===== config.mk =====
export PLATFORM = sky130hd
export DESIGN_NAME = lfu_cache_with_lru_tiebreak
export DESIGN_NICKNAME = d
export VERILOG_FILES = /design/src/rtl/lfu_pkg.sv /design/src/rtl/lfu_ctrl.sv /design/src/rtl/lfu_dp.sv /design/src/rtl/lfu_cache_with_lru_tiebreak.sv
export SDC_FILE = /design/constraint.sdc
export NUM_CORES = 2
export LEC_CHECK = 0
export ABC_AREA = 1
export CAP_MARGIN = 20
export CORE_MARGIN = 2
export CORE_UTILIZATION = 30
export DETAILED_ROUTE_END_ITERATION = 8
export DONT_BUFFER_PORTS = 1
export SYNTH_ARGS = -nofsm -noshare
export SYNTH_HDL_FRONTEND = slang
export SYNTH_SLANG_ARGS = --single-unit

===== constraint.sdc =====
create_clock -name clk_i -period 22.3 [get_ports clk_i]
set_clock_uncertainty 0.2 [all_clocks]
set_input_delay 5.575 -clock clk_i [delete_from_list [all_inputs] [get_ports clk_i]]
set_output_delay 5.575 -clock clk_i [all_outputs]
set_load 0.02 [all_outputs]

===== src/rtl/lfu_pkg.sv =====
// Package: shared constants, types and command/status structs for the LFU cache.
package lfu_pkg;
  localparam int Entries = 16;
  localparam int IdxW = $clog2(Entries);
  localparam int CntW = IdxW + 1;
  localparam logic [4:0] CapReset = 5'd16;
  localparam logic [31:0] MissValue = 32'hFFFF_FFFF;
  localparam logic OpGet = 1'b0;
  localparam logic OpPut = 1'b1;

  typedef struct packed {
    logic load;
    logic step;
    logic finish;
  } lfu_cmd_t;

  typedef struct packed {
    logic last;
  } lfu_status_t;
endpackage


===== src/rtl/lfu_ctrl.sv =====
// Controller: sequences the slot scan and the result strobe.
module lfu_ctrl import lfu_pkg::*; (
  input  logic        clk_i,
  input  logic        rst_ni,
  input  logic        start,
  output logic        busy,
  input  lfu_status_t status_i,
  output lfu_cmd_t    cmd_o
);
  typedef enum logic [2:0] {
    StIdle = 3'b001,
    StScan = 3'b010,
    StDone = 3'b100
  } state_e;

  state_e state_q, state_d;

  always_comb begin
    state_d = state_q;
    cmd_o = '0;
    case (state_q)
      StIdle: begin
        if (start) begin
          cmd_o.load = 1'b1;
          state_d = StScan;
        end
      end
      StScan: begin
        cmd_o.step = 1'b1;
        if (status_i.last) state_d = StDone;
      end
      StDone: begin
        cmd_o.finish = 1'b1;
        state_d = StIdle;
      end
      default: state_d = StIdle;
    endcase
  end

  assign busy = (state_q != StIdle);

  always_ff @(posedge clk_i or negedge rst_ni) begin
    if (!rst_ni) begin
      state_q <= StIdle;
    end else begin
      state_q <= state_d;
    end
  end
endmodule


===== src/rtl/lfu_dp.sv =====
// Datapath: slot storage, one-slot-per-cycle scan for match, free slot and victim.
module lfu_dp import lfu_pkg::*; (
  input  logic               clk_i,
  input  logic               rst_ni,
  input  lfu_cmd_t           cmd_i,
  output lfu_status_t        status_o,
  input  logic               cap_we_i,
  input  logic [4:0]         cap_wdata_i,
  input  logic               operation_i,
  input  logic signed [31:0] lookup_key_i,
  input  logic [30:0]        store_value_i,
  output logic               done_o,
  output logic               hit_o,
  output logic signed [31:0] read_value_o,
  output logic               evicted_o,
  output logic signed [31:0] evicted_key_o
);
  logic [Entries-1:0] valid_q;
  logic [31:0] key_q [Entries];
  logic [30:0] val_q [Entries];
  logic [31:0] cnt_q [Entries];
  logic [63:0] lt_q  [Entries];
  logic [63:0] clk_cnt_q;
  logic [4:0]  cap_q;

  logic        op_q;
  logic [31:0] rkey_q;
  logic [30:0] rval_q;
  logic [IdxW-1:0] idx_q;
  logic        found_q, free_q, best_ok_q;
  logic [IdxW-1:0] fidx_q, free_idx_q, best_q;
  logic [31:0] bcnt_q;
  logic [63:0] blt_q;
  logic [CntW-1:0] used_q;

  logic        m, better;
  logic [CntW-1:0] cap_eff;

  assign status_o.last = (idx_q == IdxW'(Entries - 1));
  assign m = valid_q[idx_q] && (key_q[idx_q] == rkey_q);
  assign better = valid_q[idx_q] && (!best_ok_q || cnt_q[idx_q] < bcnt_q ||
                  (cnt_q[idx_q] == bcnt_q && lt_q[idx_q] < blt_q));
  assign cap_eff = (cap_q > 5'(Entries)) ? CntW'(Entries) : CntW'(cap_q);

  always_ff @(posedge clk_i or negedge rst_ni) begin
    if (!rst_ni) begin
      valid_q <= '0;
      clk_cnt_q <= '0;
      cap_q <= CapReset;
      done_o <= 1'b0;
      idx_q <= '0;
    end else begin
      done_o <= 1'b0;
      if (cap_we_i) cap_q <= cap_wdata_i;
      if (cmd_i.load) begin
        op_q <= operation_i;
        rkey_q <= lookup_key_i;
        rval_q <= store_value_i;
        idx_q <= '0;
        found_q <= 1'b0;
        free_q <= 1'b0;
        best_ok_q <= 1'b0;
        used_q <= '0;
      end
      if (cmd_i.step) begin
        idx_q <= idx_q + 1'b1;
        if (m && !found_q) begin
          found_q <= 1'b1;
          fidx_q <= idx_q;
        end
        if (valid_q[idx_q]) used_q <= used_q + 1'b1;
        else if (!free_q) begin
          free_q <= 1'b1;
          free_idx_q <= idx_q;
        end
        if (better) begin
          best_ok_q <= 1'b1;
          best_q <= idx_q;
          bcnt_q <= cnt_q[idx_q];
          blt_q <= lt_q[idx_q];
        end
      end
      if (cmd_i.finish) begin
        done_o <= 1'b1;
        hit_o <= found_q;
        read_value_o <= MissValue;
        evicted_o <= 1'b0;
        evicted_key_o <= '0;
        if (found_q && (op_q == OpGet || cap_eff != '0)) begin
          if (cnt_q[fidx_q] != 32'hFFFF_FFFF) cnt_q[fidx_q] <= cnt_q[fidx_q] + 1'b1;
          lt_q[fidx_q] <= clk_cnt_q;
          clk_cnt_q <= clk_cnt_q + 1'b1;
          if (op_q == OpGet) read_value_o <= {1'b0, val_q[fidx_q]};
          else val_q[fidx_q] <= rval_q;
        end else if (!found_q && op_q == OpPut && cap_eff != '0) begin
          if (used_q >= cap_eff || !free_q) begin
            evicted_o <= 1'b1;
            evicted_key_o <= key_q[best_q];
            key_q[best_q] <= rkey_q;
            val_q[best_q] <= rval_q;
            cnt_q[best_q] <= 32'd1;
            lt_q[best_q] <= clk_cnt_q;
          end else begin
            valid_q[free_idx_q] <= 1'b1;
            key_q[free_idx_q] <= rkey_q;
            val_q[free_idx_q] <= rval_q;
            cnt_q[free_idx_q] <= 32'd1;
            lt_q[free_idx_q] <= clk_cnt_q;
          end
          clk_cnt_q <= clk_cnt_q + 1'b1;
        end
      end
    end
  end
endmodule


===== src/rtl/lfu_cache_with_lru_tiebreak.sv =====
// Top level: LFU cache with LRU tie break, controller plus scan datapath.
//  channel   | signals                                        | handshake
//  request   | operation_i lookup_key_i store_value_i         | start & !busy
//  result    | hit_o read_value_o evicted_o evicted_key_o     | done_o, one cycle
//  config    | cap_we_i cap_wdata_i                           | cap_we_i
// Each request is loaded, then scanned one slot per cycle, then finished in an
// update state that also drives the result. Reset clears all valid bits at once.
// The receiver cannot stall; done_o lasts one cycle.
module lfu_cache_with_lru_tiebreak import lfu_pkg::*; (
  input  logic               clk_i,
  input  logic               rst_ni,
  input  logic               start,
  output logic               busy,
  input  logic               operation_i,
  input  logic signed [31:0] lookup_key_i,
  input  logic [30:0]        store_value_i,
  input  logic               cap_we_i,
  input  logic [4:0]         cap_wdata_i,
  output logic               done_o,
  output logic               hit_o,
  output logic signed [31:0] read_value_o,
  output logic               evicted_o,
  output logic signed [31:0] evicted_key_o
);
  lfu_cmd_t    cmd;
  lfu_status_t status;

  lfu_ctrl u_ctrl (
    .clk_i, .rst_ni, .start, .busy, .status_i(status), .cmd_o(cmd)
  );

  lfu_dp u_dp (
    .clk_i, .rst_ni, .cmd_i(cmd), .status_o(status), .cap_we_i, .cap_wdata_i,
    .operation_i, .lookup_key_i, .store_value_i, .done_o, .hit_o,
    .read_value_o, .evicted_o, .evicted_key_o
  );
endmodule


==> run_results.csv <==
group,metric,value,unit
critical_path,crit_family,"simple AND/OR/NAND/NOR gates",
floorplanning,io_pins,141,
final_layout,fillers,40400,
synth,ys_top_cells_by_count,"edfxtp_1, o21ai_0, nand2_1",
detailed_routing,drt_wl_total,372000,um
global_route,grt_max_degree,206,
placement,gp_congestion,0.886,
detailed_routing,wl_per_cell,23.2,um
placement,dp_hpwl,202000,um
cts,cts-root-buf,"clkbuf_16",
synth,syn_inst,10600,
floorplanning,dieWidth,648,um
critical_path,end_kind,"flop",
power,ir_worst_vdd,0.0000781,V
sta,min_period,9550,ps
synth,ys_seq_area_share,69.2,%
sta,fin_crit_sh,42.8,%
floorplanning,start_util,30.1,%
global_route,grt_use_total,17.0,%
cts,cts_resized,0,
final_layout,multiInputGateArea,33200,um2
sta,setup_violations,0,
critical_path,regToRegSetupSlack,13860,ps
cts,clockBufferDepth,4,
detailed_routing,initialDrtViolationCount,11600,
critical_path,cp_slowest_cell,"nor2_4",
floorplanning,design.core.area,413000,um2
power,p_leak,44.9,nW
final_layout,finalNonFillerCells,16100,
cts,clkTransAtPathRegs,60,ps
synth,syn_area,125000,um2
synth,synth.distinct_cells,64,
power,internal_power,0.00936,W
placement,io_buffers,0,
critical_path,critPathMaxFanout,107,
worst_hold_path,worst_hold_startpoint,"u_dp.valid_q[15]$_DFFE_PN0P_",
floorplanning,die-area,420000,um2
critical_path,critPathLaunchType,"primary input",
final_layout,fin_area,140000,um2
critical_path,r2r_end,"u_dp.blt_q[22]$_DFFE_PP_",
synth,synth_top_area_share,67.3,%
synth,post_synth.cell_area_avg,11.7,um2
cts,clock_latency,880,ps
global_route,antenna_found_initial,38,
cts,tritoncts,"yes",
sta,timing.slew.headroom,21.5,%
placement,placed_area,130000,um2
critical_path,rr_worst_depth,19,
critical_path,r2r-start,"u_dp.idx_q[0]$_DFFE_PN0P_",
cts,htree_levels,5,
power,clock_power_share,37.3,%
global_route,grt-ovfl-total,0,
cts,numCtsBuffers,303,
final_layout,final_nets,10500,
global_route,grt_pass1_vias,81200,
power,p_switching,0.00368,W
cts,cts_setup_buffers,0,
synth,synth_edf_count,2790,
synth,yosysMostFrequentCell,"edfxtp_1",
power,combPwrFrac,15.6,%
floorplanning,rows,236,
detailed_routing,routed_via_density,5.36,
synth,yosys_warnings,0,
critical_path,crit_top_cell,"nand2_1",
synth,synthTopCellsByArea,"edfxtp_1, o21ai_0, nand2_1",
power,p_seq_share,47.2,%
critical_path,timing_worst_setup_path_type,"primary input to flop",
synth,synth_top_area_cell,"edfxtp_1",
cts,numClockSinks,2887,
global_route,grt_pass1_wl,541000,um
power,p_per_area,93.4,nW/um2
run_status,outcome,"complete, no violations",
critical_path,cpPeakStageDelay,900,ps
floorplanning,die_h,648,um
critical_path,worstSetupStartpoint,"rst_ni",
worst_hold_path,hold_path_class,"flop to flop",
synth,synth_fp_nets,10800,
sta,hold_violations,0,
final_layout,seqCellArea,86200,um2
synth,synth_seq_cells,2887,
worst_hold_path,min_to,"u_dp.valid_q[15]$_DFFE_PN0P_",
final_layout,syn2layout_area_growth,12.1,%
power,switching_share,28.2,%
critical_path,path_cells,"inv_1 > nor2_4 > inv_1 > nor2_1 > o21ai_0 > nand2_1 > nand2_1 > nor2_1 > nand2_1 > nor2_4 > nand2_1 > inv_2 > buf_4",
cts,cts_hold_buf,0,
detailed_routing,detail-route-antenna-nets,0,
detailed_routing,drc,0,
detailed_routing,first_pass_iters,8,
sta,fmax,0.105,GHz
critical_path,crit_arrival,9830,ps
critical_path,cp_num_buf_inv,4,
power,p_total,0.0130,W
worst_hold_path,holdPathStages,2,
detailed_routing,vias,86100,
critical_path,required,22590,ps
sta,finalSetupTns,0,ps
sta,drv_slew,0,
placement,placed_cells,15500,
sta,rsz0062_at_grt,"false",
final_layout,final_layout_size_suffix_gt1_share,7.00,%
job,maxCapViolCount,0,
sta,tightest_slew,1180,ps
synth,ys_async_sr_fraction,3.22,%
synth,ys.flop_type,"edfxtp_1",
[worst max path at each step]
stage | to | slack (ps) | cells past startpoint
after floorplan | u_dp.cnt_q[13][0]$_DFFE_PP_ | 8390 | 13
after global placement | u_dp.cnt_q[1][11]$_DFFE_PP_ | 11760 | 12
after detailed placement | u_dp.cnt_q[7][29]$_DFFE_PP_ | 11790 | 13
after CTS | u_dp.cnt_q[7][29]$_DFFE_PP_ | 12700 | 13
after global routing | u_dp.cnt_q[11][15]$_DFFE_PP_ | 12520 | 13
final | u_dp.cnt_q[11][15]$_DFFE_PP_ | 12750 | 13
[final cells by class]
cell class                 count  share of cell area (%)
multi-input combinational   6376                    23.8
tap                         5474                    4.91
inverter                     614                    1.69
clock inverter               131                   0.808
sequential                  2887                    61.8
clock buffer                 398                    5.90
antenna                        8                  0.0143
timing repair buffer         181                    1.13
[power by group through the flow]
stage / registers, W / clock network [W] / logic [W]
after floorplan: 0.00619 / 0 / 0.00138
after global placement: 0.00626 / 0 / 0.00199
after detailed placement: 0.00626 / 0 / 0.00201
after CTS: 0.00615 / 0.00493 / 0.00202
after global routing: 0.00615 / 0.00513 / 0.00225
final: 0.00615 / 0.00486 / 0.00203
[cell usage in the layout, fill, tap and decap left out, types with 18 or more instances in the layout]
cell type  Yosys  routed
edfxtp_1    2790    2790
o21ai_0     1515    1515
nand2_1     1174    1172
nor2_1      1109    1059
a21oi_1      827     827
inv_1        596     576
nand3_1      483     483
clkbuf_16      0     315
o211ai_1     253     253
o221ai_1     190     190
buf_4         21     163
o22ai_1      120     120
a221oi_1     105     105
ha_1         104     104
nand4_1       99      99
dfrtp_1       91      87
clkbuf_1     464      78
o21ai_1       74      74
nor2_4         5      56
xor2_1        55      55
clkinv_1       5      53
o2111ai_1     50      50
nor3_1        43      41
clkinv_2       0      40
inv_2         11      27
nor4_1        22      22
xnor2_1       21      21
a211oi_1      18      18
[kinds of logic after synthesis]
kind of cell	count (synthesis)	synth area share [%]
multiplexers	5	0.0432
flip-flops	2887	69.2
buffers and inverters	1344	4.49
XOR/XNOR	76	0.534
AO/OA/AOI/OAI	3197	14.7
adder cells (fa/ha/maj)	104	1.04
AND/OR/NAND/NOR	2994	10.0
[sequential cells by signal, indices dropped and copies added (netlist names), 32 cells and up, named ones only]
name,flops
u_dp.lt_q,1024
u_dp.blt_q,64
u_dp.val_q,496
u_dp.cnt_q,512
u_dp.evicted_key_o,32
u_dp.clk_cnt_q,64
u_dp.rkey_q,32
u_dp.bcnt_q,32
u_dp.read_value_o,32
u_dp.key_q,512
[worst register-to-register path: cells and delay by family (launching register included)]
| family | cells | cell delay (ps) |
|---|---|---|
| AOI/OAI and AO/OA | 5 | 1320 |
| adders and majority gates | 1 | 250 |
| buffers and inverters | 5 | 3860 |
| DFF | 1 | 820 |
| and+or+nand+nor | 8 | 1510 |
[through the flow]
stage | util (%) | setup slack, ps | hold slack [ps]
2_1_floorplan | - | 8390 | 221
3_3_place_gp | 31.4 | 11760 | 238
3_5_place_dp | 31.5 | 11790 | 240
4_1_cts | 33.7 | 12700 | 252
5_1_grt | 33.8 | 12520 | 271
6_report | 33.8 | 12750 | 250
[routing by layer]
metal	up-vias	track usage, %	part of all wire (%)
met5	-	0	0.026
met1	42600	23.3	41
met2	4190	27.6	47
met3	718	2.60	9.0
li1	38500	-	-
met4	16	5.44	3.1
Power figures use the tool's default switching activity.
